[src/design/tbn_pkg.sv]
// Types and codes of the barrier tree node.
package tbn_pkg;

  localparam int IdxW = 10;
  localparam int CntW = 11;

  // Event codes on the input stream.
  localparam logic [1:0] ACT_ENTER   = 2'd0;
  localparam logic [1:0] ACT_ARRIVE  = 2'd1;
  localparam logic [1:0] ACT_RELEASE = 2'd2;

  // Message kinds on the output stream.
  localparam logic [1:0] KIND_ARRIVE  = 2'd0;
  localparam logic [1:0] KIND_RELEASE = 2'd1;
  localparam logic [1:0] KIND_DONE    = 2'd2;

  // Configuration register indexes.
  localparam logic CFG_NODE_INDEX = 1'b0;
  localparam logic CFG_NODE_COUNT = 1'b1;

  typedef enum logic [2:0] {
    PH_IDLE   = 3'b001,
    PH_GATHER = 3'b010,
    PH_AWAIT  = 3'b100
  } phase_t;

  typedef struct packed {
    logic [1:0]      kind;
    logic [IdxW-1:0] dest;
    logic            par;
  } msg_t;

endpackage

[src/design/tree_barrier_node_unit.sv]
// Barrier tree node: event decode, phase state and a three-word result buffer.
//
//  channel   | dir | handshake           | payload
//  ----------+-----+---------------------+------------------------------------------
//  s_axis    | in  | tvalid/tready       | tuser: action, tdata: child_parity
//  m_axis    | out | tvalid/tready/tlast | tuser: kind, tdata: dest_node, sender_parity
//  cfg       | in  | cfg_we              | cfg_addr: register, cfg_data: value
//
// An event is decoded and its whole result list (up to three words) is loaded
// into the result buffer in the cycle it is accepted. The buffer sends one word
// a cycle while m_axis_tready is high, so an event's results hold the output
// until its last word leaves. The next event is taken during the cycle its
// predecessor's last word leaves. Output stalls hold the buffer and the input.
// Reset clears the phase, the child flags, the buffer count and node_index; node_count resets to 1.
module tree_barrier_node_unit #(
  parameter int MAX_NODES = 1024
) (
  input  logic        clk,
  input  logic        rst,
  input  logic        s_axis_tvalid,
  output logic        s_axis_tready,
  input  logic [7:0]  s_axis_tdata,   // [0] child_parity
  input  logic [1:0]  s_axis_tuser,   // [1:0] action
  output logic        m_axis_tvalid,
  input  logic        m_axis_tready,
  output logic [15:0] m_axis_tdata,   // [9:0] dest_node, [10] sender_parity
  output logic [1:0]  m_axis_tuser,   // [1:0] kind
  output logic        m_axis_tlast,
  input  logic        cfg_we,
  input  logic        cfg_addr,
  input  logic [10:0] cfg_data
);

  localparam int LimBits = $clog2(MAX_NODES + 1);
  localparam int CmpW    = (LimBits > 12) ? LimBits : 12;

  logic [tbn_pkg::IdxW-1:0] node_index;
  logic [tbn_pkg::CntW-1:0] node_count;
  tbn_pkg::phase_t          phase, phase_next;
  logic [1:0]               arrived, arrived_next;
  tbn_pkg::msg_t            buf_q [3];
  tbn_pkg::msg_t            buf_next [3];
  logic [1:0]               cnt, cnt_next;

  logic          in_acc, out_pop;
  logic [1:0]    action;
  logic          cpar;
  logic          hit, rel, root, has_odd, has_even, gather_done, down;
  logic [CmpW-1:0] lim, odd_w, even_w;
  tbn_pkg::phase_t ph1;
  logic [1:0]    arr1;
  tbn_pkg::msg_t e_up, e_odd, e_even, e_done;
  tbn_pkg::msg_t nw [3];
  logic [1:0]    nw_n;

  assign action  = s_axis_tuser;
  assign cpar    = s_axis_tdata[0];
  assign out_pop = m_axis_tvalid & m_axis_tready;
  assign in_acc  = s_axis_tvalid & s_axis_tready;

  // Accept out of reset when the buffer is empty or its last word leaves now.
  assign s_axis_tready = !rst && ((cnt == 2'd0) || ((cnt == 2'd1) && m_axis_tready));

  // Child existence against min(node_count, MAX_NODES).
  always_comb begin
    if (CmpW'(node_count) > CmpW'(MAX_NODES)) begin
      lim = CmpW'(MAX_NODES);
    end else begin
      lim = CmpW'(node_count);
    end
  end
  assign odd_w    = CmpW'({node_index, 1'b1});
  assign even_w   = CmpW'({node_index, 1'b0}) + CmpW'(2);
  assign has_odd  = odd_w < lim;
  assign has_even = even_w < lim;
  assign root     = (node_index == '0);

  // Candidate messages.
  always_comb begin
    e_up.kind   = tbn_pkg::KIND_ARRIVE;
    e_up.dest   = (node_index - tbn_pkg::IdxW'(1)) >> 1;
    e_up.par    = node_index[0];
    e_odd.kind  = tbn_pkg::KIND_RELEASE;
    e_odd.dest  = odd_w[tbn_pkg::IdxW-1:0];
    e_odd.par   = 1'b0;
    e_even.kind = tbn_pkg::KIND_RELEASE;
    e_even.dest = even_w[tbn_pkg::IdxW-1:0];
    e_even.par  = 1'b0;
    e_done.kind = tbn_pkg::KIND_DONE;
    e_done.dest = node_index;
    e_done.par  = 1'b0;
  end

  // Decode the event and work out the phase moves it triggers.
  always_comb begin
    hit  = 1'b0;
    rel  = 1'b0;
    ph1  = phase;
    arr1 = arrived;
    case (action)
      tbn_pkg::ACT_ENTER: begin
        if (phase == tbn_pkg::PH_IDLE) begin
          ph1 = tbn_pkg::PH_GATHER;
          hit = 1'b1;
        end
      end
      tbn_pkg::ACT_ARRIVE: begin
        arr1[cpar] = 1'b1;
        hit        = 1'b1;
      end
      tbn_pkg::ACT_RELEASE: begin
        if (phase == tbn_pkg::PH_AWAIT) begin
          rel = 1'b1;
          hit = 1'b1;
        end
      end
      default: ;
    endcase

    gather_done = hit && (ph1 == tbn_pkg::PH_GATHER) &&
                  (!has_odd || arr1[1]) && (!has_even || arr1[0]);
    down = hit && (gather_done || (ph1 == tbn_pkg::PH_AWAIT)) && (root || rel);

    phase_next   = phase;
    arrived_next = arrived;
    if (in_acc && hit) begin
      phase_next   = ph1;
      arrived_next = arr1;
      if (gather_done) begin
        arrived_next = 2'b00;
        phase_next   = tbn_pkg::PH_AWAIT;
      end
      if (down) begin
        phase_next = tbn_pkg::PH_IDLE;
      end
    end
  end

  // Build the result list: releases to existing children, then completion; or an arrival notice to the parent.
  always_comb begin
    nw[0] = e_done;
    nw[1] = e_done;
    nw[2] = e_done;
    nw_n  = 2'd0;
    if (down) begin
      case ({has_odd, has_even})
        2'b11: begin
          nw[0] = e_odd;
          nw[1] = e_even;
          nw_n  = 2'd3;
        end
        2'b10: begin
          nw[0] = e_odd;
          nw_n  = 2'd2;
        end
        2'b01: begin
          nw[0] = e_even;
          nw_n  = 2'd2;
        end
        default: nw_n = 2'd1;
      endcase
    end else if (gather_done && !root) begin
      nw[0] = e_up;
      nw_n  = 2'd1;
    end
  end

  // Shift out on pop, reload on accept.
  always_comb begin
    buf_next = buf_q;
    cnt_next = cnt;
    if (out_pop) begin
      buf_next[0] = buf_q[1];
      buf_next[1] = buf_q[2];
      cnt_next    = cnt - 2'd1;
    end
    if (in_acc) begin
      buf_next = nw;
      cnt_next = nw_n;
    end
  end

  // Control state and configuration registers.
  always_ff @(posedge clk) begin
    if (rst) begin
      phase      <= tbn_pkg::PH_IDLE;
      arrived    <= 2'b00;
      cnt        <= 2'd0;
      node_index <= '0;
      node_count <= tbn_pkg::CntW'(1);
    end else begin
      phase   <= phase_next;
      arrived <= arrived_next;
      cnt     <= cnt_next;
      if (cfg_we) begin
        case (cfg_addr)
          tbn_pkg::CFG_NODE_INDEX: node_index <= cfg_data[tbn_pkg::IdxW-1:0];
          tbn_pkg::CFG_NODE_COUNT: node_count <= cfg_data;
          default: ;
        endcase
      end
    end
  end

  // Result payload, no reset needed.
  always_ff @(posedge clk) begin
    buf_q <= buf_next;
  end

  // Drive the head word.
  assign m_axis_tvalid = (cnt != 2'd0);
  assign m_axis_tlast  = (cnt == 2'd1);
  assign m_axis_tuser  = buf_q[0].kind;
  assign m_axis_tdata  = {5'd0, buf_q[0].par, buf_q[0].dest};

endmodule

[config.mk]
export PLATFORM = sky130hd
export DESIGN_NAME = tree_barrier_node_unit
export DESIGN_NICKNAME = d
export VERILOG_FILES = /design/src/design/tbn_pkg.sv /design/src/design/tree_barrier_node_unit.sv
export SDC_FILE = /design/constraint.sdc
export NUM_CORES = 1
export LEC_CHECK = 0
export BUFFER_PORTS_ARGS = -buffer_cell sky130_fd_sc_hd__buf_2
export CAP_MARGIN = 15
export CORE_MARGIN = 3
export CORE_UTILIZATION = 53
export DETAILED_ROUTE_END_ITERATION = 8
export PLACE_DENSITY = 0.76
export SYNTH_ARGS = -nofsm -noshare
export SYNTH_HDL_FRONTEND = slang
export SYNTH_SLANG_ARGS = --single-unit
[constraint.sdc]
create_clock -name clk -period 3.8 [get_ports clk]
set_input_delay 0.19 -clock clk [delete_from_list [all_inputs] [get_ports clk]]
set_output_delay 0.19 -clock clk [all_outputs]
set_load 0.02 [all_outputs]
## After elaboration in Yosys (flattened, before gate mapping)

Index checks and enable logic that the tools add are counted.

| operators by class | value |
|---|---|
| mux-type cells | 25 |
| div/mod/pow operators | 0 |
| reduce and logical (&&, ||, !) cells | 28 |
| equality and inequality tests | 10 |
| $add $sub $neg | 3 |
| order comparisons | 5 |
| multiply operators | 0 |
| bitwise operators | 4 |
| shift operators | 0 |

Operator list:

| cell | count |
|---|---|
| $mux 13 | 4 |
| $mux 39 | 1 |
| $mux 26 | 1 |
| $pmux 13 s2 | 1 |
| $add 11x2->12 const B | 1 |
| $lt 11x12->1 | 1 |
| $lt 12x12->1 | 1 |
| $mux 3 | 4 |
| $gt 11x11->1 const B | 1 |
| $mux 11 | 1 |
| $logic_and 1x1->1 | 10 |
| $logic_not 10->1 | 1 |
| $mux 2 | 5 |
| $sub 10x1->10 const B | 1 |
| $eq 2x1->1 const B | 3 |
| $eq 2x2->1 const B | 3 |
| $eq 3x3->1 const B | 2 |
| $logic_or 1x1->1 | 5 |
| $mux 1 | 5 |
| $logic_not 1->1 | 4 |
| $logic_not 2->1 | 2 |
| $pmux 2 s2 | 1 |
| $reduce_and 2->1 | 2 |
| $reduce_bool 2->1 | 2 |
| 11 further kinds | 13 |

| word-level totals | value |
|---|---|
| output and inout bits | 21 |
| bits in read-only memories | 0 |
| register bits after elaboration | 64 |
| memories | 0 |
| RAM bits | 0 |
| bits of input ports | 27 |
| word-level logic and storage cells | 87 |
| bits in latches | 0 |

## Depth between registers and ports, before layout

Gate-level depths: netlist of the first run.

| logic depth | value |
|---|---|
| depth in word-level cells | 14 |
| mapped depth | 18 |
| mapped depth without buffers | 16 |

## Worst setup path after synthesis of the first run

No wires, ideal clock.

| timing path | value |
|---|---|
| path kind | reg2reg |
| start point | reg node_index[5] in the netlist's numbering |
| end point | reg buf_q (netlist bit m_axis_tdata[8]), data pin |
| stages on the path, launching flop included | 18 |
| setup slack | -0.195 ns |
| buffers on the path | 2 |
| arrival | 3.858 ns |
| library setup time | 0.137 ns |
| cell sequence | dfxtp_1 clkbuf_1 inv_1 nor4_1 xor2_1 ha_1 a21o_1 a21o_1 a221oi_1 nand2_1 inv_1 ha_1 clkbuf_1 inv_1 o2bb2ai_1 a21oi_1 a2111o_1 nand4_1 |

RTL lines:

| element | RTL line | source |
|---|---|---|
| from (decl) | tree_barrier_node_unit.sv:37 | `logic [tbn_pkg::IdxW-1:0] node_index;` |
| from (signal assigned) | tree_barrier_node_unit.sv:197 | `tbn_pkg::CFG_NODE_INDEX: node_index <= cfg_data[tbn_pkg::IdxW-1:0];` |
| to (signal assigned) | tree_barrier_node_unit.sv:207 | `buf_q <= buf_next;` |
| to (decl) | tree_barrier_node_unit.sv:41 | `tbn_pkg::msg_t buf_q [3];` |

==> flow_metrics.py, run 1 <==
metrics = {
    "synthesis": {
        "synth-simple-area-share_pct": 18.1,
        "yosys_most_used_dff": "edfxtp_1",
        "synth_edf_count": 35,
        "syn_area_per_cell_um2": 8.91,
        "synth_compound_area_share_pct": 18.5,
        "ys_ff_latch": 63,
        "ys_seq_area_share_pct": 39.0,
        "syn_inst": 464,
        "yosysWarnings": 0,
        "yosys.area_share.xor_xnor_pct": 3.39,
        "synth_mux_area_share_pct": 2.42,
        "netlist_area_um2": 4130,
        "post_synth_fa_ha_maj_area_fraction_pct": 8.17,
        "ys_async_sr_fraction_pct": 0,
        "synth.distinct_cells": 62,
        "synth_top_family_by_area": "compound AO/OA/AOI/OAI gates",
    },
    "clock_tree": {
        "cts_made_buffers": 9,
        "htree_num_levels": 3,
        "clk-insertion-delay-late_ns": 0.34,
        "root_buffer": "clkbuf_8",
        "clk_path_buf_depth": 2,
        "cts_tree": "yes",
        "cts_hold_buffers": 0,
        "cts_sinks": 63,
        "clk_pin_slew_worst_paths_ns": 0.07,
    },
    "power": {
        "clkPwrFrac_pct": 25.8,
        "swShare_pct": 32.4,
        "p_leak_nw": 1.91,
        "p_comb_share_pct": 29.9,
        "p_seq_share_pct": 44.3,
        "total_power_mw": 1.85,
        "vdd_drop_max_mv": 0.243,
        "powerDensity_nw_per_um2": 403,
        "p_int_mw": 1.25,
        "p_switching_mw": 0.600,
    },
    "cells_and_area": {
        "layout_commonest_cell": "nand2_1",
        "syn2layout_area_growth_pct": 11.1,
        "final_cell_area_um2": 4590,
        "final_cells": 607,
        "utilization_pct": 62.0,
        "nFillCells": 633,
        "drive_gt1_share_pct": 19.5,
        "antennaDiodeCount": 0,
        "final_cell_mix": "82 x nand2_1, 40 x a21oi_1, 37 x buf_4",
        "fin_nets": 557,
    },
    "place": {
        "gp_congestion": 0.942,
        "hpwl_um": 6840,
        "numPortBuffers": 35,
        "place_ws_ns": 0.0537,
        "dp_cells": 590,
        "placed_area_um2": 4400,
    },
    "die": {
        "coreArea_um2": 7410,
        "rows": 31,
        "dieArea_um2": 8890,
        "dieWidth_um": 94.3,
        "io_pins": 48,
        "start_util_pct": 55.8,
        "die_h_um": 94.3,
    },
    "worst_setup_path": {
        "r2r_setup_slack_ns": 0.14,
        "worstReg2RegEnd": "buf_q[20]$_DFFE_PP_",
        "cp.arrival_ns": 3.73,
        "cp_max_fo": 5,
        "crit_required_ns": 3.87,
        "endpoint_kind": "register",
        "ff2ff_path_depth": 17,
        "reg2reg_from": "node_index[1]$_SDFFE_PP0P_",
        "critical_path_class": "reg -> reg",
        "startpoint_type": "register",
    },
    "global_route": {
        "grt_max_degree": 45,
        "grt_pass1_wl_um": 15400,
        "antenna_found_initial": 0,
        "overflow": 0,
        "grt_usage_pct": 22.0,
        "first_global_vias": 3218,
    },
    "timing": {
        "tightest_slew_ns": 0.642,
        "clock_skew_ns": 0.00890,
        "hold_ws_ns": 0.0878,
        "finalSetupViolCount": 0,
        "max_freq_ghz": 0.274,
        "post-route-period-util_pct": 96.2,
        "slew_violations": 0,
        "tns_ns": 0,
        "setup_ws_ns": 0.145,
        "hold_violations": 0,
        "max_slew_margin_pct": 57.1,
        "post-route-min-period_ns": 3.66,
    },
    "routing": {
        "drc_errors": 0,
        "avgRoutedWirePerCell_um": 15.3,
        "drtAntennaViolNets": 0,
        "wirelength_um": 9270,
        "first_iter_violations": 210,
        "num_vias": 3432,
        "post_drt_via_cell_ratio": 5.65,
        "drtPass1Iterations": 5,
    },
    "worst_hold_path": {
        "hold_end": "node_count[0]$_SDFFE_PP1P_",
        "hp-start": "cfg_data[0]",
        "holdPathStages": 3,
        "hp-class": "in -> reg",
    },
    "status": {
        "status": "complete, no violations",
    },
    "run": {
        "cap_violations": 0,
    },
}
[routing by layer]
layer	routed length, µm	vias to the layer above	track usage [%]
met5	0	-	0
met4	235	0	8.42
met3	560	18	5.53
met2	4250	118	34.8
met1	4220	1592	29.0
li1	-	1704	-
[cells by family after synthesis]
family | count (synthesis)
AND/OR/NAND/NOR | 163
AO/OA/AOI/OAI | 113
buffers and inverters | 71
flip-flops | 63
adder cells (fa/ha/maj) | 27
XOR/XNOR | 16
multiplexers | 10
other | 1
[sequential cells by signal (all words and copies together) (netlist names)]
name          cells
phase             3
cnt               2
node_count       11
m_axis_tuser      2
node_index       10
m_axis_tdata     11
buf_q            22
arrived           2
[cell usage after synthesis, drive strengths merged, types with 7 or more instances]
cell / instances / area share [%]
edfxtp: 35 / 25
clkbuf: 18 / 2.6
nor3: 9 / 1.1
o21ai: 21 / 2.6
nor2: 31 / 2.8
a21oi: 40 / 4.8
buf: 31 / 5.8
dfxtp: 28 / 14
nand3: 7 / 0.85
o31ai: 7 / 1.3
inv: 21 / 1.9
ha: 27 / 8.2
mux2i: 10 / 2.4
xnor2: 13 / 2.8
nand2: 83 / 7.6
[worst max-delay path: stages, from the launching register on]
cell and delay, ns:
dfxtp_1 0.35, ha_1 0.18, nand3_1 0.10, or3_1 0.37, xnor2_1 0.18, ha_1 0.21, a21o_1 0.16, a21o_1 0.18
a221oi_2 0.32, buf_4 0.18, nand2_1 0.08, inv_2 0.10, buf_4 0.11, ha_1 0.19, o211ai_1 0.19, buf_4 0.22
mux2i_1 0.15, o21ai_0 0.11
[how the worst max path moves through the flow]
stage | from | to | slack (ns) | depth (start not counted)
final | node_index[1]$_SDFFE_PP0P_ | buf_q[20]$_DFFE_PP_ | 0.14 | 17
after global routing | node_index[1]$_SDFFE_PP0P_ | buf_q[19]$_DFFE_PP_ | -0.02 | 17
after CTS | node_index[1]$_SDFFE_PP0P_ | m_axis_tdata[8]$_DFFE_PP_ | 0.04 | 17
after detailed placement | node_index[1]$_SDFFE_PP0P_ | buf_q[20]$_DFFE_PP_ | 0.05 | 17
after global placement | node_index[1]$_SDFFE_PP0P_ | m_axis_tdata[8]$_DFFE_PP_ | 0.14 | 17
after floorplan | node_index[5]$_SDFFE_PP0P_ | m_axis_tdata[8]$_DFFE_PP_ | 0.04 | 17
[area by class of cell]
type | instances | area (µm²) | share of cell area (%)
Clock buffer | 13 | 139 | 3.02
Clock inverter | 3 | 12.5 | 0.272
Inverter | 22 | 82.6 | 1.80
Multi-Input combinational cell | 334 | 2150 | 46.8
Sequential cell | 63 | 1610 | 35.1
Tap cell | 99 | 124 | 2.70
Timing Repair Buffer | 73 | 473 | 10.3
[power groups by stage]
stage	Clock, mW	Combinational [mW]	Sequential, mW
2_1_floorplan	0	0.400	0.830
3_3_place_gp	0	0.525	0.833
3_5_place_dp	0	0.533	0.836
4_1_cts	0.487	0.536	0.821
5_1_grt	0.519	0.608	0.826
6_report	0.477	0.553	0.821
[what timing repair did]
| item | 4_1_cts | 5_1_grt |
|---|---|---|
| endpoints found under the setup margin | 0 | 17 |
| setup buffers | 0 | 1 |
| resized for setup | 0 | 8 |
Power figures use the tool's default switching activity.
==> inputs of run 2 (changes only) <==
--- a/config.mk
+++ b/config.mk
@@ -8,7 +8,8 @@
 export BUFFER_PORTS_ARGS = -buffer_cell sky130_fd_sc_hd__buf_2
 export CAP_MARGIN = 15
 export CORE_MARGIN = 3
-export CORE_UTILIZATION = 53
+export CORE_UTILIZATION = 55
+export CTS_BUF_LIST = sky130_fd_sc_hd__clkbuf_8
 export DETAILED_ROUTE_END_ITERATION = 8
 export PLACE_DENSITY = 0.76
 export SYNTH_ARGS = -nofsm -noshare
==> constraint.sdc (replaced) <==
create_clock -name clk -period 4.4 [get_ports clk]
set_input_delay 0.22 -clock clk [delete_from_list [all_inputs] [get_ports clk]]
set_output_delay 0.22 -clock clk [all_outputs]
set_load 0.02 [all_outputs]
==> run 2 against run 1 <==
Effect of this change: power shrank 13%; flip-flop and latch count unchanged; first-iteration DRC count is 44% higher; non-clock buffer count shrank 21; sequential share of layout area increased by 1.4 points; register-to-register slack improved by 0.19 ns; critical path type unchanged; highest routed layer unchanged.
==> flow_metrics.py, run 2 (synthesis results as in run 1) <==
metrics = {
    "status": {
        "status": "complete, no violations",
    },
    "global_route": {
        "grt_pass1_wl_um": 14600,
        "first_global_vias": 3045,
        "grt_max_degree": 46,
        "met2_usage_pct": 32.8,
        "top_usage_layer": "met2",
        "antenna_found_initial": 0,
        "grt_use_met1_pct": 29.4,
        "grt_usage_pct": 21.6,
        "overflow": 0,
        "met3_usage_pct": 4.87,
    },
    "power": {
        "p_int_mw": 1.12,
        "clkPwrFrac_pct": 29.6,
        "p_comb_share_pct": 26.6,
        "p_seq_share_pct": 43.8,
        "p_leak_nw": 1.82,
        "p_switching_mw": 0.503,
        "powerDensity_nw_per_um2": 367,
        "swShare_pct": 31.1,
        "vdd_drop_max_mv": 0.174,
    },
    "timing": {
        "max_freq_ghz": 0.246,
        "tns_ns": 0,
        "hold_violations": 0,
        "rsz0062_at_grt": "false",
        "tightest_slew_ns": 0.753,
        "post-route-min-period_ns": 4.07,
        "setup_ws_ns": 0.332,
        "slew_violations": 0,
        "post-route-period-util_pct": 92.5,
        "finalSetupViolCount": 0,
        "max_slew_margin_pct": 49.6,
        "clock_skew_ns": 0.00791,
        "hold_ws_ns": 0.110,
    },
    "worst_setup_path": {
        "cp.arrival_ns": 4.16,
        "startpoint_type": "register",
        "ff2ff_path_depth": 16,
        "reg2reg_from": "node_index[1]$_SDFFE_PP0P_",
        "cp-startpoint": "node_index[1]$_SDFFE_PP0P_",
        "worstReg2RegEnd": "m_axis_tdata[6]$_DFFE_PP_",
        "critical_path_class": "reg -> reg",
        "cp_max_fo": 12,
        "cpMostUsedCell": "ha_1",
        "cp_slowest_cell": "dfxtp_1",
        "crit_required_ns": 4.50,
        "endpoint_kind": "register",
        "worstPathCellList": "ha_1 > nand3_1 > or3_1 > xnor2_1 > ha_1 > a21o_1 > a21o_1 > a221oi_1 > buf_4 > nand2_1 > ha_1 > inv_2 > o211ai_1 > o21ai_0 > nor3_1 > a211o_1",
        "r2r_setup_slack_ns": 0.33,
        "worstSetupEndpoint": "m_axis_tdata[6]$_DFFE_PP_",
        "critPathMaxStageDelay_ns": 0.48,
    },
    "run": {
        "cap_violations": 0,
    },
    "clock_tree": {
        "cts_hold_buffers": 0,
        "clk_pin_slew_worst_paths_ns": 0.07,
        "root_buffer": "clkbuf_8",
        "cts_made_buffers": 9,
        "clk_path_buf_depth": 2,
        "clk-insertion-delay-late_ns": 0.35,
        "cts_tree": "yes",
        "cts_sinks": 63,
        "post_cts_buffers": 0,
        "htree_num_levels": 3,
    },
    "routing": {
        "first_iter_violations": 302,
        "wirelength_um": 8800,
        "drc_errors": 0,
        "avgRoutedWirePerCell_um": 15.1,
        "num_vias": 3316,
        "drtAntennaViolNets": 0,
        "drtPass1Iterations": 6,
        "post_drt_via_cell_ratio": 5.69,
    },
    "cells_and_area": {
        "utilization_pct": 62.9,
        "nFillCells": 626,
        "final_cell_mix": "82 x nand2_1, 40 x a21oi_1, 35 x edfxtp_1, 35 x buf_2, 31 x nor2_1",
        "regMostFlops": "buf_q",
        "syn2layout_area_growth_pct": 6.81,
        "largest_reg_flops": 22,
        "antennaDiodeCount": 0,
        "layout_commonest_cell": "nand2_1",
        "fin_nets": 536,
        "final_cells": 583,
        "drive_gt1_share_pct": 15.6,
    },
    "place": {
        "gp_congestion": 0.935,
        "place_ws_ns": 0.322,
        "dp_cells": 567,
        "numPortBuffers": 35,
        "hpwl_um": 6460,
    },
    "die": {
        "dieWidth_um": 92.7,
        "die_h_um": 92.7,
        "dieArea_um2": 8590,
        "coreArea_um2": 7020,
        "io_pins": 48,
        "rows": 30,
        "start_util_pct": 58.9,
    },
    "worst_hold_path": {
        "hp-class": "in -> reg",
        "holdPathStages": 3,
    },
}
==> run 2: cell types whose count changed in the layout (fill, tap and decap cells not counted), sizes merged <==
cell	before	now
buf	73	52
clkbuf	13	10
clkinv	4	5
bufinv	0	1
inv	21	22
==> run 2: final cells by class <==
cell class	count	area [µm²]	share of cell area, %
sequential	63	1610	36.5
timing repair buffer	52	303	6.86
multi-input combinational	334	2110	47.8
inverter	22	82.6	1.87
clock buffer	10	138	3.12
clock inverter	6	51.3	1.16
tap	96	120	2.72
==> run 2: worst min path at each step <==
stage	to	from	slack, ns
2_1_floorplan	node_count[0]$_SDFFE_PP1P_	cfg_data[0]	0.34
3_3_place_gp	node_count[5]$_SDFFE_PP0P_	node_count[5]$_SDFFE_PP0P_	0.45
3_5_place_dp	node_count[5]$_SDFFE_PP0P_	node_count[5]$_SDFFE_PP0P_	0.45
4_1_cts	node_count[0]$_SDFFE_PP1P_	cfg_data[0]	0.1
5_1_grt	node_index[6]$_SDFFE_PP0P_	cfg_data[6]	0.12
6_report	node_count[10]$_SDFFE_PP0P_	cfg_data[10]	0.11
==> run 2: worst max-delay path, delay by kind of cell (launching register included) <==
kind            cells  cell delay [ns]
compound gates      6             1.25
simple gates        4             0.70
flops               1             0.48
fa+ha+maj           3             0.84
buf+inv             2             0.38
xor+xnor            1             0.18
==> run 2: layer usage <==
metal  vias up  share of wire (%)
met3        18                6.8
met5         -                  0
li1       1655                  -
met4         0                2.6
met2       131                 45
met1      1512                 46
==> run 2: power by group through the flow <==
| stage | Clock, mW | Combinational, mW | Sequential, mW |
|---|---|---|---|
| 2_1_floorplan | 0 | 0.345 | 0.717 |
| 3_3_place_gp | 0 | 0.415 | 0.719 |
| 3_5_place_dp | 0 | 0.422 | 0.722 |
| 4_1_cts | 0.487 | 0.425 | 0.709 |
| 5_1_grt | 0.516 | 0.480 | 0.714 |
| 6_report | 0.480 | 0.430 | 0.709 |
==> run 2: through the flow <==
stage | power (mW) | cell area [µm²]
after CTS | 1.62 | 4410
after global routing | 1.71 | 4410
after global placement | 1.13 | 4220
after floorplan | 1.06 | 4150
after detailed placement | 1.14 | 4220
final | 1.62 | 4410
==> run 2: what timing repair did <==
item	CTS	global route
endpoints found under the hold margin	0	0
endpoints found under the setup margin	0	2
gates resized for setup	0	2
